===== src/rtl/tsxb_pkg.sv =====
`timescale 1ns / 1ps
`default_nettype none

package tsxb_pkg;

    // Operation codes carried in the op field of an input transfer
    localparam logic OP_INSERT = 1'b0;
    localparam logic OP_QUERY  = 1'b1;

endpackage : tsxb_pkg

`default_nettype wire


===== src/rtl/tsxb_if.sv =====
`timescale 1ns / 1ps
`default_nettype none

// Input channel: insert or query item
interface tsxb_in_if #(
    parameter int WORD_BITS  = 20,
    parameter int INDEX_BITS = 20
);
    logic                  valid;
    logic                  ready;
    logic                  op;
    logic [WORD_BITS-1:0]  value;
    logic [INDEX_BITS-1:0] item_index;
    logic [INDEX_BITS-1:0] lower_index;

    modport source (output valid, op, value, item_index, lower_index, input ready);
    modport sink   (input valid, op, value, item_index, lower_index, output ready);
endinterface : tsxb_in_if

// Output channel: query result
interface tsxb_out_if #(
    parameter int WORD_BITS = 20
);
    logic                 valid;
    logic                 ready;
    logic [WORD_BITS-1:0] max_xor;

    modport source (output valid, max_xor, input ready);
    modport sink   (input valid, max_xor, output ready);
endinterface : tsxb_out_if

`default_nettype wire


===== src/rtl/tsxb_ram.sv =====
`timescale 1ns / 1ps
`default_nettype none

// Generic single write port, single read port RAM with registered read
module tsxb_ram #(
    parameter int WIDTH = 40,
    parameter int DEPTH = 20
) (
    input  wire logic                     i_clk,
    input  wire logic                     i_we,
    input  wire logic [$clog2(DEPTH)-1:0] i_waddr,
    input  wire logic [WIDTH-1:0]         i_wdata,
    input  wire logic [$clog2(DEPTH)-1:0] i_raddr,
    output      logic [WIDTH-1:0]         o_rdata
);

    logic [WIDTH-1:0] r_mem [DEPTH];

    always_ff @(posedge i_clk) begin
        if (i_we) begin
            r_mem[i_waddr] <= i_wdata;
        end
        o_rdata <= r_mem[i_raddr];
    end

endmodule : tsxb_ram

`default_nettype wire


===== src/rtl/timestamped_xor_basis.sv =====
// Processing: a transfer is walked one basis slot per cycle, top bit down through the
//   slot RAM; a query result is then offered in the output register.
// Items: a new item is accepted only once the last one is through the walk; a result
//   still waiting in the output register holds a finished query in S_HOLD meanwhile.
// Reset: synchronous, active low; clears the per-slot valid flags at once, so the
//   basis is empty after reset. No clearing pass over the RAM.
`timescale 1ns / 1ps
`default_nettype none

module timestamped_xor_basis
    import tsxb_pkg::*;
#(
    parameter int WORD_BITS  = 20,
    parameter int INDEX_BITS = 20
) (
    input  wire logic   i_clk,
    input  wire logic   i_rst_n,
    tsxb_in_if.sink     i_in,
    tsxb_out_if.source  o_out
);

    localparam int AW = $clog2(WORD_BITS);
    localparam int DW = WORD_BITS + INDEX_BITS;
    localparam logic [AW-1:0] TOP = AW'(WORD_BITS - 1);

    typedef enum logic [1:0] {S_IDLE, S_WALK, S_HOLD} t_state;

    t_state                r_state;
    logic [AW-1:0]         r_bit;
    logic                  r_op;
    logic [WORD_BITS-1:0]  r_word;     // carried word on insert, accumulator on query
    logic [INDEX_BITS-1:0] r_tag;      // carried tag on insert, lower bound on query
    logic [WORD_BITS-1:0]  r_valid;    // slot holds a nonzero word
    logic                  r_out_valid;
    logic [WORD_BITS-1:0]  r_out_data;

    logic [WORD_BITS-1:0]  n_word;
    logic [INDEX_BITS-1:0] n_tag;
    logic                  n_set_valid;
    logic                  we;
    logic [AW-1:0]         raddr;
    logic [DW-1:0]         rdata;
    logic [WORD_BITS-1:0]  slot_word;
    logic [INDEX_BITS-1:0] slot_tag;
    logic                  slot_full;
    logic                  accept;
    logic                  out_free;
    logic                  out_load;
    logic                  last_bit;

    assign accept   = i_in.valid && i_in.ready;
    assign out_free = !r_out_valid || o_out.ready;
    assign last_bit = (r_bit == '0);

    // Output register takes a query result at the end of the walk or from hold
    assign out_load = out_free &&
                      ((r_state == S_WALK && last_bit && r_op == OP_QUERY) ||
                       r_state == S_HOLD);

    assign i_in.ready    = (r_state == S_IDLE);
    assign o_out.valid   = r_out_valid;
    assign o_out.max_xor = r_out_data;

    // Read the top slot at accept, then the next lower slot while processing one
    assign raddr = (r_state == S_WALK && !last_bit) ? r_bit - AW'(1) : TOP;

    tsxb_ram #(
        .WIDTH (DW),
        .DEPTH (WORD_BITS)
    ) u_ram (
        .i_clk   (i_clk),
        .i_we    (we),
        .i_waddr (r_bit),
        .i_wdata ({r_tag, r_word}),
        .i_raddr (raddr),
        .o_rdata (rdata)
    );

    assign slot_word = rdata[WORD_BITS-1:0];
    assign slot_tag  = rdata[DW-1:WORD_BITS];
    assign slot_full = r_valid[r_bit];

    // One slot step of insert or query
    always_comb begin
        n_word      = r_word;
        n_tag       = r_tag;
        n_set_valid = 1'b0;
        we          = 1'b0;
        if (r_state == S_WALK) begin
            if (r_op == OP_INSERT) begin
                if (r_word[r_bit]) begin
                    if (!slot_full) begin
                        // empty slot: store and stop carrying
                        we          = 1'b1;
                        n_set_valid = 1'b1;
                        n_word      = '0;
                    end else if (r_tag > slot_tag) begin
                        // newer item takes the slot, old word reduces on
                        we     = 1'b1;
                        n_word = r_word ^ slot_word;
                        n_tag  = slot_tag;
                    end else begin
                        n_word = r_word ^ slot_word;
                    end
                end
            end else begin
                if (slot_full && slot_tag >= r_tag && !r_word[r_bit]) begin
                    n_word = r_word ^ slot_word;
                end
            end
        end
    end

    // Sequencer, slot flags and output register
    always_ff @(posedge i_clk) begin
        if (!i_rst_n) begin
            r_state     <= S_IDLE;
            r_valid     <= '0;
            r_out_valid <= 1'b0;
        end else begin
            if (out_load) begin
                r_out_valid <= 1'b1;
            end else if (o_out.ready) begin
                r_out_valid <= 1'b0;
            end
            unique case (r_state)
                S_IDLE: begin
                    if (accept) begin
                        r_state <= S_WALK;
                        r_bit   <= TOP;
                        r_op    <= i_in.op;
                        if (i_in.op == OP_INSERT) begin
                            r_word <= i_in.value;
                            r_tag  <= i_in.item_index;
                        end else begin
                            r_word <= '0;
                            r_tag  <= i_in.lower_index;
                        end
                    end
                end
                S_WALK: begin
                    r_word <= n_word;
                    r_tag  <= n_tag;
                    if (n_set_valid) begin
                        r_valid[r_bit] <= 1'b1;
                    end
                    if (last_bit) begin
                        if (r_op == OP_QUERY && !out_free) begin
                            r_state <= S_HOLD;
                        end else begin
                            r_state <= S_IDLE;
                            if (r_op == OP_QUERY) begin
                                r_out_data <= n_word;
                            end
                        end
                    end else begin
                        r_bit <= r_bit - AW'(1);
                    end
                end
                S_HOLD: begin
                    if (out_free) begin
                        r_state    <= S_IDLE;
                        r_out_data <= r_word;
                    end
                end
                default: begin
                    r_state <= S_IDLE;
                end
            endcase
        end
    end

endmodule : timestamped_xor_basis

`default_nettype wire


===== src/flat_wrapper.sv =====
// flat-port wrapper written by rule: the top's interface ports become plain ports
module timestamped_xor_basis_flat import tsxb_pkg::*;
#(
    parameter int WORD_BITS  = 20,
    parameter int INDEX_BITS = 20
)
  (i_clk, i_rst_n, i_in_valid, i_in_op, i_in_value, i_in_item_index, i_in_lower_index, i_in_ready, o_out_valid, o_out_max_xor, o_out_ready);
  tsxb_in_if #(.WORD_BITS(WORD_BITS), .INDEX_BITS(INDEX_BITS)) i_in_i ();
  tsxb_out_if #(.WORD_BITS(WORD_BITS)) o_out_i ();
  input  wire logic i_clk;
  input  wire logic i_rst_n;
  input wire logic [$bits(i_in_i.valid)-1:0] i_in_valid;
  input wire logic [$bits(i_in_i.op)-1:0] i_in_op;
  input wire logic [$bits(i_in_i.value)-1:0] i_in_value;
  input wire logic [$bits(i_in_i.item_index)-1:0] i_in_item_index;
  input wire logic [$bits(i_in_i.lower_index)-1:0] i_in_lower_index;
  output wire logic [$bits(i_in_i.ready)-1:0] i_in_ready;
  output wire logic [$bits(o_out_i.valid)-1:0] o_out_valid;
  output wire logic [$bits(o_out_i.max_xor)-1:0] o_out_max_xor;
  input wire logic [$bits(o_out_i.ready)-1:0] o_out_ready;
  assign i_in_i.valid = i_in_valid;
  assign i_in_i.op = i_in_op;
  assign i_in_i.value = i_in_value;
  assign i_in_i.item_index = i_in_item_index;
  assign i_in_i.lower_index = i_in_lower_index;
  assign i_in_ready = i_in_i.ready;
  assign o_out_valid = o_out_i.valid;
  assign o_out_max_xor = o_out_i.max_xor;
  assign o_out_i.ready = o_out_ready;
  timestamped_xor_basis #(.WORD_BITS(WORD_BITS), .INDEX_BITS(INDEX_BITS)) u_core (.i_clk(i_clk), .i_rst_n(i_rst_n), .i_in(i_in_i), .o_out(o_out_i));
endmodule

===== config.mk =====
export PLATFORM = sky130hd
export DESIGN_NAME = timestamped_xor_basis_flat
export DESIGN_NICKNAME = d
export VERILOG_FILES = /design/src/rtl/tsxb_pkg.sv /design/src/rtl/tsxb_if.sv /design/src/rtl/tsxb_ram.sv /design/src/rtl/timestamped_xor_basis.sv /design/src/flat_wrapper.sv
export SDC_FILE = /design/constraint.sdc
export NUM_CORES = 1
export LEC_CHECK = 0
export CAP_MARGIN = 0
export CORE_MARGIN = 2
export CORE_UTILIZATION = 50
export CTS_BUF_LIST = sky130_fd_sc_hd__clkbuf_4
export DETAILED_ROUTE_END_ITERATION = 10
export DONT_BUFFER_PORTS = 1
export PLACE_DENSITY = 0.68
export RECOVER_POWER = 100
export SLEW_MARGIN = 10
export SYNTH_ARGS = -nofsm -noshare
export SYNTH_HDL_FRONTEND = slang
export SYNTH_HIERARCHICAL = 1
export SYNTH_SLANG_ARGS = --single-unit
export TNS_END_PERCENT = 30

===== constraint.sdc =====
create_clock -name i_clk -period 4.6 [get_ports i_clk]
set_input_delay 1.15 -clock i_clk [delete_from_list [all_inputs] [get_ports i_clk]]
set_output_delay 1.15 -clock i_clk [all_outputs]
set_load 0.05 [all_outputs]

### Word level (Yosys, flattened, before mapping)

Memories as Yosys holds them, arrays and structs flattened. A register that Yosys moved wholly into a read port is not among the register bits.
Index checks and enable logic that the tools add are counted.

| word-level totals | value |
|---|---|
| register bits after elaboration | 89 |
| memory bits (writable) | 800 |
| input port bits | 65 |
| output and inout port bits | 22 |
| logic and storage cells | 102 |
| memories kept | 1 |

Memory list:

| memory | depth | bits a word | rd ports | clocked after Yosys merged registers in | write ports | RTL line | source |
|---|---|---|---|---|---|---|---|
| u_core.u_ram.r_mem | 20 | 40 | 1 | 1 | 1 | tsxb_ram.sv:17 | `logic [WIDTH-1:0] r_mem [DEPTH];` |

| operators by class | value |
|---|---|
| add/subtract/negate cells | 1 |
| order comparisons | 4 |
| equal/unequal tests | 12 |
| mux-type cells | 47 |
| bitwise operators | 2 |
| reductions and logical operators | 27 |

Operator list:

| operator | count |
|---|---|
| 20-bit 2-to-1 mux | 16 |
| 20-bit one-hot mux with 2 select lines | 3 |
| 20-bit greater-or-equal comparator | 1 |
| 20-bit > comparator | 1 |
| 20-bit bitwise OR | 1 |
| 20-bit bitwise XOR | 1 |
| 1-bit 2-to-1 mux | 16 |
| 5-bit 2-to-1 mux | 3 |
| 2-bit inequality test, second input constant | 6 |
| 1-bit binary-select mux with 5-bit select | 2 |
| 5-bit one-hot mux with 2 select lines | 1 |
| 1-bit logical AND | 9 |
| 3-bit AND reduction | 3 |
| 2-bit 2-to-1 mux | 4 |
| 2-bit by 1-bit inequality test with 1-bit output, second input constant | 4 |
| 7-bit AND reduction | 1 |
| 5-bit by 6-bit < comparator with 1-bit output, second input constant | 1 |
| 2-bit one-hot mux with 3 select lines | 1 |
| 6-bit AND reduction | 1 |
| 2-bit nonzero test | 3 |
| 1-bit demux with 5-bit select | 1 |
| 5-bit by 1-bit greater-or-equal comparator with 1-bit output, second input constant | 1 |
| 5-bit logical NOT | 1 |
| 5-bit by 1-bit subtractor with 5-bit output, second input constant | 1 |
| 7 further kinds | 11 |

### Depth between registers and ports, before layout

Gate-level depths: netlist of run 1.

| depth | value |
|---|---|
| depth in word-level cells | 10 |
| gate-level depth with buffers | 13 |
| mapped depth without buffers | 10 |

### By module

The synthesis of run 1 kept the hierarchy.

By module, submodules not included:

| module | times used | cells each | area an instance (sq um) | sequential area each (sq um) |
|---|---|---|---|---|
| tsxb_ram | 1 | 1651 | 31506.5 | 24823.8 |
| timestamped_xor_basis | 1 | 601 | 5763.0 | 2442.3 |

### Least setup slack after synthesis of run 1

Ideal clock, no wire load.

| path | value |
|---|---|
| path kind | register -> register |
| start point | reg u_core.r_bit[1] |
| end point | mem u_core.u_ram.r_mem[12][0] (enable) |
| setup time | 437 ps |
| arrival | 4578 ps |
| required time | 4163 ps |
| path slack | -415 ps |
| stages on the path, launching flop included | 10 |
| buffers on the path | 2 |
| period minus slack after synthesis | 5015 ps |
| path through | edfxtp_1 -> buf_2 -> mux4_2 -> a22oi_1 -> o211a_2 -> clkbuf_1 -> a31oi_1 -> nor3_1 -> or3b_2 -> nor2_1 |

| on the way | value |
|---|---|
| word-level cells in the longest chain between the ends | 8 |
| elaborated cells between the ends (all ways) | 10 |
| classes of those cells | mux: 10 |

Ends and longest elaborated chain:

| item | RTL line | source |
|---|---|---|
| start: declaration | timestamped_xor_basis.sv:29 | `logic [AW-1:0] r_bit;` |
| start signal: assignment | timestamped_xor_basis.sv:157 | `r_bit <= r_bit - AW'(1);` |
| 1-bit binary-select mux with 5-bit select | timestamped_xor_basis.sv:81 | `assign slot_full = r_valid[r_bit];` |
| 1-bit 2-to-1 mux (implied by the code) | timestamped_xor_basis.sv:81 |  |
| 1-bit 2-to-1 mux | timestamped_xor_basis.sv:92 | `if (!slot_full) begin` |
| 1-bit 2-to-1 mux (*) | timestamped_xor_basis.sv:91 | `if (r_word[r_bit]) begin` |
| 1-bit 2-to-1 mux (*) | timestamped_xor_basis.sv:90 | `if (r_op == OP_INSERT) begin` |
| 1-bit 2-to-1 mux (*) | timestamped_xor_basis.sv:89 | `if (r_state == S_WALK) begin` |
| net u_core.we | timestamped_xor_basis.sv:40 | `logic we;` |
| 1-bit 2-to-1 mux (*) | tsxb_ram.sv:20 | `if (i_we) begin` |
| 1-bit 2-to-1 mux (implied by the code) (*) | tsxb_ram.sv:21 | `r_mem[i_waddr] <= i_wdata;` |
| end: declaration | tsxb_ram.sv:17 |  |

Mark *: on every way through the listed nets, which the timed path passes. The rest lies on a longest branch. The select of a mux whose other input is x is not followed.

### Final worst setup path of run 1

| path | value |
|---|---|
| start point | reg u_core.r_tag[19] |
| end point | mem u_core.u_ram.r_mem[9][15] (enable) |

| on the way | value |
|---|---|
| word-level cells in the longest chain between the ends | 8 |

Ends and longest elaborated chain:

| item | RTL line | source |
|---|---|---|
| start: declaration | timestamped_xor_basis.sv:32 | `logic [INDEX_BITS-1:0] r_tag;` |
| start signal: assignment | timestamped_xor_basis.sv:134 | `r_tag <= i_in.item_index;` |
| start signal: assignment | timestamped_xor_basis.sv:137 | `r_tag <= i_in.lower_index;` |
| start signal: assignment | timestamped_xor_basis.sv:143 | `r_tag <= n_tag;` |
| 20-bit > comparator | timestamped_xor_basis.sv:97 | `end else if (r_tag > slot_tag) begin` |
| 1-bit 2-to-1 mux | timestamped_xor_basis.sv:97 |  |
| 1-bit 2-to-1 mux | timestamped_xor_basis.sv:92 |  |
| 1-bit 2-to-1 mux | timestamped_xor_basis.sv:91 |  |
| 1-bit 2-to-1 mux | timestamped_xor_basis.sv:90 |  |
| 1-bit 2-to-1 mux | timestamped_xor_basis.sv:89 |  |
| net u_core.we | timestamped_xor_basis.sv:40 |  |
| 1-bit 2-to-1 mux | tsxb_ram.sv:20 |  |
| 1-bit 2-to-1 mux (implied by the code) | tsxb_ram.sv:21 |  |

The timed path passes the listed nets, and every way through them passes these cells.

==> results of run 1 <==
[area by class of cell]
cell class,instances,area (µm²)
flip-flops and latches,929,27300
clock buffers,363,2730
well taps,969,1210
repair buffers,146,1160
fillers,5777,31900
inverters,56,210
diodes,6,15.0
clock inverters,50,282
multi-input cells,1132,9290
[worst max path at each step]
| stage | start | end | slack [ns] | cells after the start |
|---|---|---|---|---|
| global route | u_core/r_tag[19] | u_core/u_ram/r_mem[3][31] | 0.08 | 10 |
| global placement | u_core/r_tag[6] | u_core/u_ram/r_mem[9][5] | 0.48 | 10 |
| floorplan | u_core/r_bit[1] | u_core/u_ram/r_mem[12][0] | -0.42 | 9 |
| finish | u_core/r_tag[19] | u_core/u_ram/r_mem[9][15] | 0.25 | 10 |
| detailed placement | u_core/r_tag[19] | u_core/u_ram/r_mem[9][5] | 0.31 | 10 |
| CTS | u_core/r_tag[19] | u_core/u_ram/r_mem[9][29] | 0.24 | 10 |
[synthesized netlist by cell type, drive strengths merged (6+ instances only)]
| cell type | instances | area [µm²] |
|---|---|---|
| mux4 | 49 | 1100 |
| mux2i | 224 | 2240 |
| inv | 56 | 210 |
| nand2b | 8 | 50.1 |
| a21oi | 22 | 114 |
| a211oi | 84 | 631 |
| dfxtp | 63 | 1260 |
| o22a | 6 | 52.6 |
| o211ai | 14 | 105 |
| o311ai | 14 | 138 |
| edfxtp | 866 | 26000 |
| a22o | 14 | 123 |
| nand3 | 28 | 153 |
| nor2b | 62 | 388 |
| mux2 | 85 | 957 |
| o21a | 7 | 52.6 |
| nand2 | 139 | 522 |
| nor2 | 39 | 146 |
| a31oi | 28 | 190 |
| o22ai | 125 | 782 |
| buf | 65 | 390 |
| o21ai | 59 | 295 |
| nor3 | 7 | 35.0 |
| clkbuf | 70 | 263 |
| ha | 24 | 300 |
| o31ai | 40 | 300 |
[timing repair]
| action | in CTS | in global routing |
|---|---|---|
| buffers inserted | 0 | 1 |
| gates resized for setup | 0 | 1 |
| endpoints found under the setup margin | 0 | 83 |
| endpoints found under the hold margin | 0 | 0 |
[registers in the layout, summed over array words and instances, names as in the netlist, 2 cells and up]
signal / flops
u_core/r_state: 2
u_core/u_ram/o_rdata: 40
u_core/r_bit: 5
u_core/r_word: 20
u_core/o_out.max_xor: 20
u_core/r_valid: 20
u_core/u_ram/r_mem: 800
u_core/r_tag: 20
[worst max-delay path, cell delays in order, from the launching register on]
cell	delay (ns)
edfxtp_1	0.74
inv_1	0.13
ha_1	0.35
nand4_1	0.18
nor4_1	0.11
a22oi_1	0.52
a31oi_1	0.25
nor3_2	0.32
nand3b_1	0.41
nor2_1	0.64
buf_4	0.34
[stage by stage]
step	setup WS [ns]	hold slack, ns	total power, W
2_1_floorplan	-0.415	0.453	0.0102
3_3_place_gp	0.481	0.468	0.0106
3_5_place_dp	0.312	0.471	0.0106
4_1_cts	0.244	0.139	0.0175
5_1_grt	0.0785	0.140	0.0180
6_report	0.251	0.222	0.0173
[cells by family after synthesis]
logic type                 synth area share (%)
muxes                                      11.5
and+or+nand+nor                            4.22
DFF                                        73.2
adders and majority gates                 0.806
xor gates and xnor gates                 0.0470
buffers and inverters                      2.32
AOI/OAI and AO/OA                          7.90
[cell usage in the layout, fill, tap and decap left out, drive strengths merged, types with 7 or more instances in the layout]
| cell | netlist | routed |
|---|---|---|
| nor2 | 39 | 39 |
| a21oi | 22 | 22 |
| o21a | 7 | 7 |
| a31oi | 28 | 28 |
| edfxtp | 866 | 866 |
| o31ai | 40 | 40 |
| a211oi | 84 | 84 |
| o211ai | 14 | 14 |
| inv | 56 | 62 |
| buf | 65 | 82 |
| dfxtp | 63 | 63 |
| a22o | 14 | 14 |
| nand3 | 28 | 28 |
| clkbuf | 70 | 427 |
| mux4 | 49 | 49 |
| nand2b | 8 | 8 |
| o21ai | 59 | 59 |
| nand2 | 139 | 139 |
| nor3 | 7 | 7 |
| ha | 24 | 24 |
| o311ai | 14 | 14 |
| mux2i | 224 | 224 |
| clkinv | 0 | 40 |
| o22ai | 125 | 125 |
| nor2b | 62 | 62 |
| mux2 | 85 | 85 |
[per-layer routing]
layer | share of wire [%] | wire length [µm] | vias up | global-route usage [%]
li1 | - | - | 9584 | -
met1 | 41 | 37800 | 11000 | 32.6
met2 | 47 | 43800 | 1171 | 38.4
met3 | 9.0 | 8340 | 173 | 5.75
met4 | 2.5 | 2290 | 0 | 8.24
met5 | 0 | 0 | - | 0
[power breakdown]
group	switching (W)	leakage, nW	internal, W
logic	0.000633	4.76	0.000361
clock network	0.00322	1.80	0.00368
registers	0.0000897	8.34	0.00934
total	0.00394	14.9	0.0134
==> impl_metrics.json, run 1 <==
{
  "min_from": "i_in_op",
  "netlist_instances": 2252,
  "overflow": 0,
  "cts_tree": "yes",
  "grt_pass1_vias": 22000,
  "hold_viol_final": 0,
  "fin_crit_sh_pct": 94.5,
  "ir_drop_v": 0.000199,
  "synth_edf_count": 866,
  "ys.flop_type": "edfxtp_1",
  "fp-row-count": 100,
  "yosys_warnings": 6,
  "place_congestion": 0.830,
  "run_status": "finished, final reports clean",
  "dp_cells": 3231,
  "timing.final.crit_period_ns": 4.35,
  "viasPerCell": 6.00,
  "max-slew-margin-rel_pct": 8.08,
  "hold_path_end": "u_core/r_op",
  "cts.path.max_buffers": 3,
  "arrival_ns": 5.05,
  "r2r-start": "u_core/r_tag[19]",
  "cap_violations": 0,
  "grt_max_degree": 50,
  "io_pins": 87,
  "reg2reg_depth": 10,
  "worstReg2RegEnd": "u_core/u_ram/r_mem[9][15]",
  "wirelength_mm": 92.2,
  "die-width_um": 277,
  "final_util_pct": 56.9,
  "design.core.area_um2": 74100,
  "cts_sinks": 929,
  "clk_latency_ns": 1.06,
  "worstHoldPathCells": 0,
  "synth_area_um2": 37300,
  "drc": 0,
  "grtUsageTotal_pct": 24.1,
  "start_kind": "flop",
  "drt_pass1_iterations": 7,
  "final.setup.tns_ns": 0,
  "area_growth_pct": 13.1,
  "syn_nets": 2341,
  "synthArstFlopShare_pct": 0,
  "port-buffer-count": 0,
  "nets": 2576,
  "initial_core_util_pct": 50.3,
  "htreeDepth": 4,
  "dr_total_vias": 21900,
  "cts_root_buf": "clkbuf_4",
  "dieArea_um2": 76700,
  "grt_pass1_wl_mm": 137,
  "clk_pin_slew_ns": 0.08,
  "die_height_um": 277,
  "syn_area_per_cell_um2": 16.5,
  "cp_max_fo": 21,
  "dpl.hpwl_mm": 54.9,
  "rsz0062_at_grt": "false",
  "place_area_um2": 39400,
  "cp.required_ns": 5.30,
  "power.density_nw_per_um2": 411,
  "layout.cells.non_filler": 3651,
  "crit_type": "flop to flop",
  "power_leakage_nw": 14.9,
  "stdcell_area_um2": 42200,
  "drtIter0Drc": 2256,
  "skew_ns": 0.0695,
  "final_layout_size_suffix_gt1_share_pct": 24.9,
  "cp-end-kind": "flop",
  "drv_slew": 0,
  "antenna_found_initial": 2,
  "ant_nets": 0,
  "synth-seq-cells": 929,
  "fmax_mhz": 230,
  "worst_pin_slew_ns": 1.38,
  "holdBufCountCts": 0,
  "ys_seq_area_share_pct": 73.2,
  "r2r_slack_ns": 0.25,
  "cts_buffers": 222,
  "routedWlPerCell_um": 25.3,
  "setup_violations": 0,
  "hold_class": "primary input to flop",
  "synth_cell_types": 60
}
(Power assumes the default switching activity.)
==> run 2, diff against run 1 <==
--- a/config.mk
+++ b/config.mk
@@ -12,7 +12,7 @@
 export DETAILED_ROUTE_END_ITERATION = 10
 export DONT_BUFFER_PORTS = 1
 export PLACE_DENSITY = 0.68
-export RECOVER_POWER = 100
+export RECOVER_POWER = 25
 export SLEW_MARGIN = 10
 export SYNTH_ARGS = -nofsm -noshare
 export SYNTH_HDL_FRONTEND = slang
==> impl_metrics.json, run 2 (same netlist as run 1, synthesis figures left out) <==
{
  "grt_pass1_vias": 22000,
  "skew_ns": 0.0656,
  "arrival_ns": 4.99,
  "clock_power_share_pct": 39.8,
  "fp-row-count": 100,
  "io_pins": 87,
  "fillers": 5740,
  "cp-end-kind": "flop",
  "max-slew-margin-rel_pct": 9.89,
  "reg.largest.list": "u_core/u_ram/r_mem x800, u_core/u_ram/o_rdata x40",
  "worst_hold_slack_ns": 0.198,
  "drv_slew": 0,
  "final_common_cell": "edfxtp_1",
  "ant_nets": 0,
  "fin_crit_sh_pct": 92.8,
  "min_from": "i_in_op",
  "power.density_nw_per_um2": 410,
  "antenna_found_initial": 2,
  "final_util_pct": 57.1,
  "slowest_stage": "edfxtp_1",
  "final.setup.tns_ns": 0,
  "cp.required_ns": 5.32,
  "die_height_um": 277,
  "initial_core_util_pct": 50.3,
  "p_seq_share_pct": 54.4,
  "cts_tree": "yes",
  "path_cells": "inv_1 -> ha_1 -> nand4_1 -> nor4_1 -> a22oi_1 -> a31oi_1 -> nor3_2 -> or3b_2 -> nor2_4 -> buf_4",
  "switchingPower_w": 0.00396,
  "drtIter0Drc": 2446,
  "clk_latency_ns": 1.08,
  "die-width_um": 277,
  "cap_violations": 0,
  "rsz0062_at_grt": "false",
  "cp_top_family": "simple AND/OR/NAND/NOR gates",
  "cts_sinks": 929,
  "place_congestion": 0.830,
  "cpPeakStageDelay_ns": 0.73,
  "crit_start": "u_core/r_tag[19]",
  "wirelength_mm": 92.6,
  "drt_pass1_iterations": 5,
  "run_status": "finished, final reports clean",
  "largest_register_ffs": 800,
  "final_cell_mix": "edfxtp_1, clkbuf_4, mux2i_1",
  "cts_root_buf": "clkbuf_4",
  "routedWlPerCell_um": 25.4,
  "overflow": 0,
  "ir_drop_v": 0.000199,
  "drc": 0,
  "htreeDepth": 4,
  "grtUsageTotal_pct": 24.1,
  "cts_buffers": 222,
  "power_leakage_nw": 15.0,
  "start_kind": "flop",
  "dr_total_vias": 21900,
  "crit_type": "flop to flop",
  "final_layout_size_suffix_gt1_share_pct": 25.6,
  "timing.final.crit_period_ns": 4.27,
  "hold_viol_final": 0,
  "nets": 2576,
  "worst_pin_slew_ns": 1.35,
  "viasPerCell": 5.99,
  "setup_violations": 0,
  "port-buffer-count": 0,
  "r2r-start": "u_core/r_tag[19]",
  "cts.path.max_buffers": 3,
  "critical_path_buf_inv_count": 2,
  "design.core.area_um2": 74100,
  "grt_max_degree": 50,
  "dieArea_um2": 76700,
  "place_area_um2": 39400,
  "stdcell_area_um2": 42300,
  "fmax_mhz": 234,
  "p_sw_share_pct": 22.8,
  "p_int_w": 0.0134,
  "dpl.hpwl_mm": 54.9,
  "hold_class": "primary input to flop",
  "area_growth_pct": 13.5,
  "r2r_slack_ns": 0.33,
  "largest-register": "u_core/u_ram/r_mem",
  "clk_pin_slew_ns": 0.08,
  "grt_pass1_wl_mm": 137,
  "cp_max_fo": 21,
  "combPwrFrac_pct": 5.8
}
[run 2: cell types whose count changed in the layout (fill, tap and decap cells not counted), moves of 2 or more]
cell,change
buf_4,+34
nor2_1,-5
clkbuf_1,-8
o311ai_1,+8
o311ai_2,+2
clkbuf_4,-11
clkbuf_2,-14
nor2_4,+5
o311ai_0,-10
[run 2: final timing paths]
| kind | to | cells past startpoint |
|---|---|---|
| setup / recovery | u_core/u_ram/r_mem[16][10] | 10 |
| hold / removal | u_core/r_op | 0 |
| setup reg to reg | u_core/u_ram/r_mem[16][10] | 10 |
| hold reg to reg | u_core/u_ram/r_mem[12][31] | 0 |
[run 2: timing repair]
item,CTS,global route
buffers inserted,0,1
resized for setup,0,1
hold buffers,0,0
setup endpoints to repair,0,83
[run 2: power by group through the flow]
stage | clock network (W) | registers, W | logic (W)
2_1_floorplan | 0 | 0.00962 | 0.000616
5_1_grt | 0.00752 | 0.00943 | 0.00108
3_5_place_dp | 0 | 0.00960 | 0.00101
6_report | 0.00691 | 0.00943 | 0.00101
4_1_cts | 0.00704 | 0.00942 | 0.00102
3_3_place_gp | 0 | 0.00960 | 0.000985
[run 2: final cells by class]
class                      instances  area, µm²  area share (%)
timing repair buffer             146       1230            2.91
antenna                            6       15.0          0.0355
inverter                          56        210           0.497
sequential                       929      27300            64.4
clock buffer                     363       2730            6.44
tap                              969       1210            2.87
clock inverter                    50        282           0.665
multi-input combinational       1132       9370            22.2
[run 2: routing by layer]
metal  track usage (%)  part of all wire (%)
met1              32.6                    41
met2              38.4                    47
met3              5.75                   9.0
met4              8.24                   2.5
met5                 0                     0
[run 2: through the flow]
step,power [W],setup slack [ns],std cells
after detailed placement,0.0106,0.312,3231
after CTS,0.0175,0.244,3644
final,0.0173,0.331,3651
after floorplan,0.0102,-0.415,2252
after global placement,0.0106,0.481,3231
after global routing,0.0180,0.145,3649
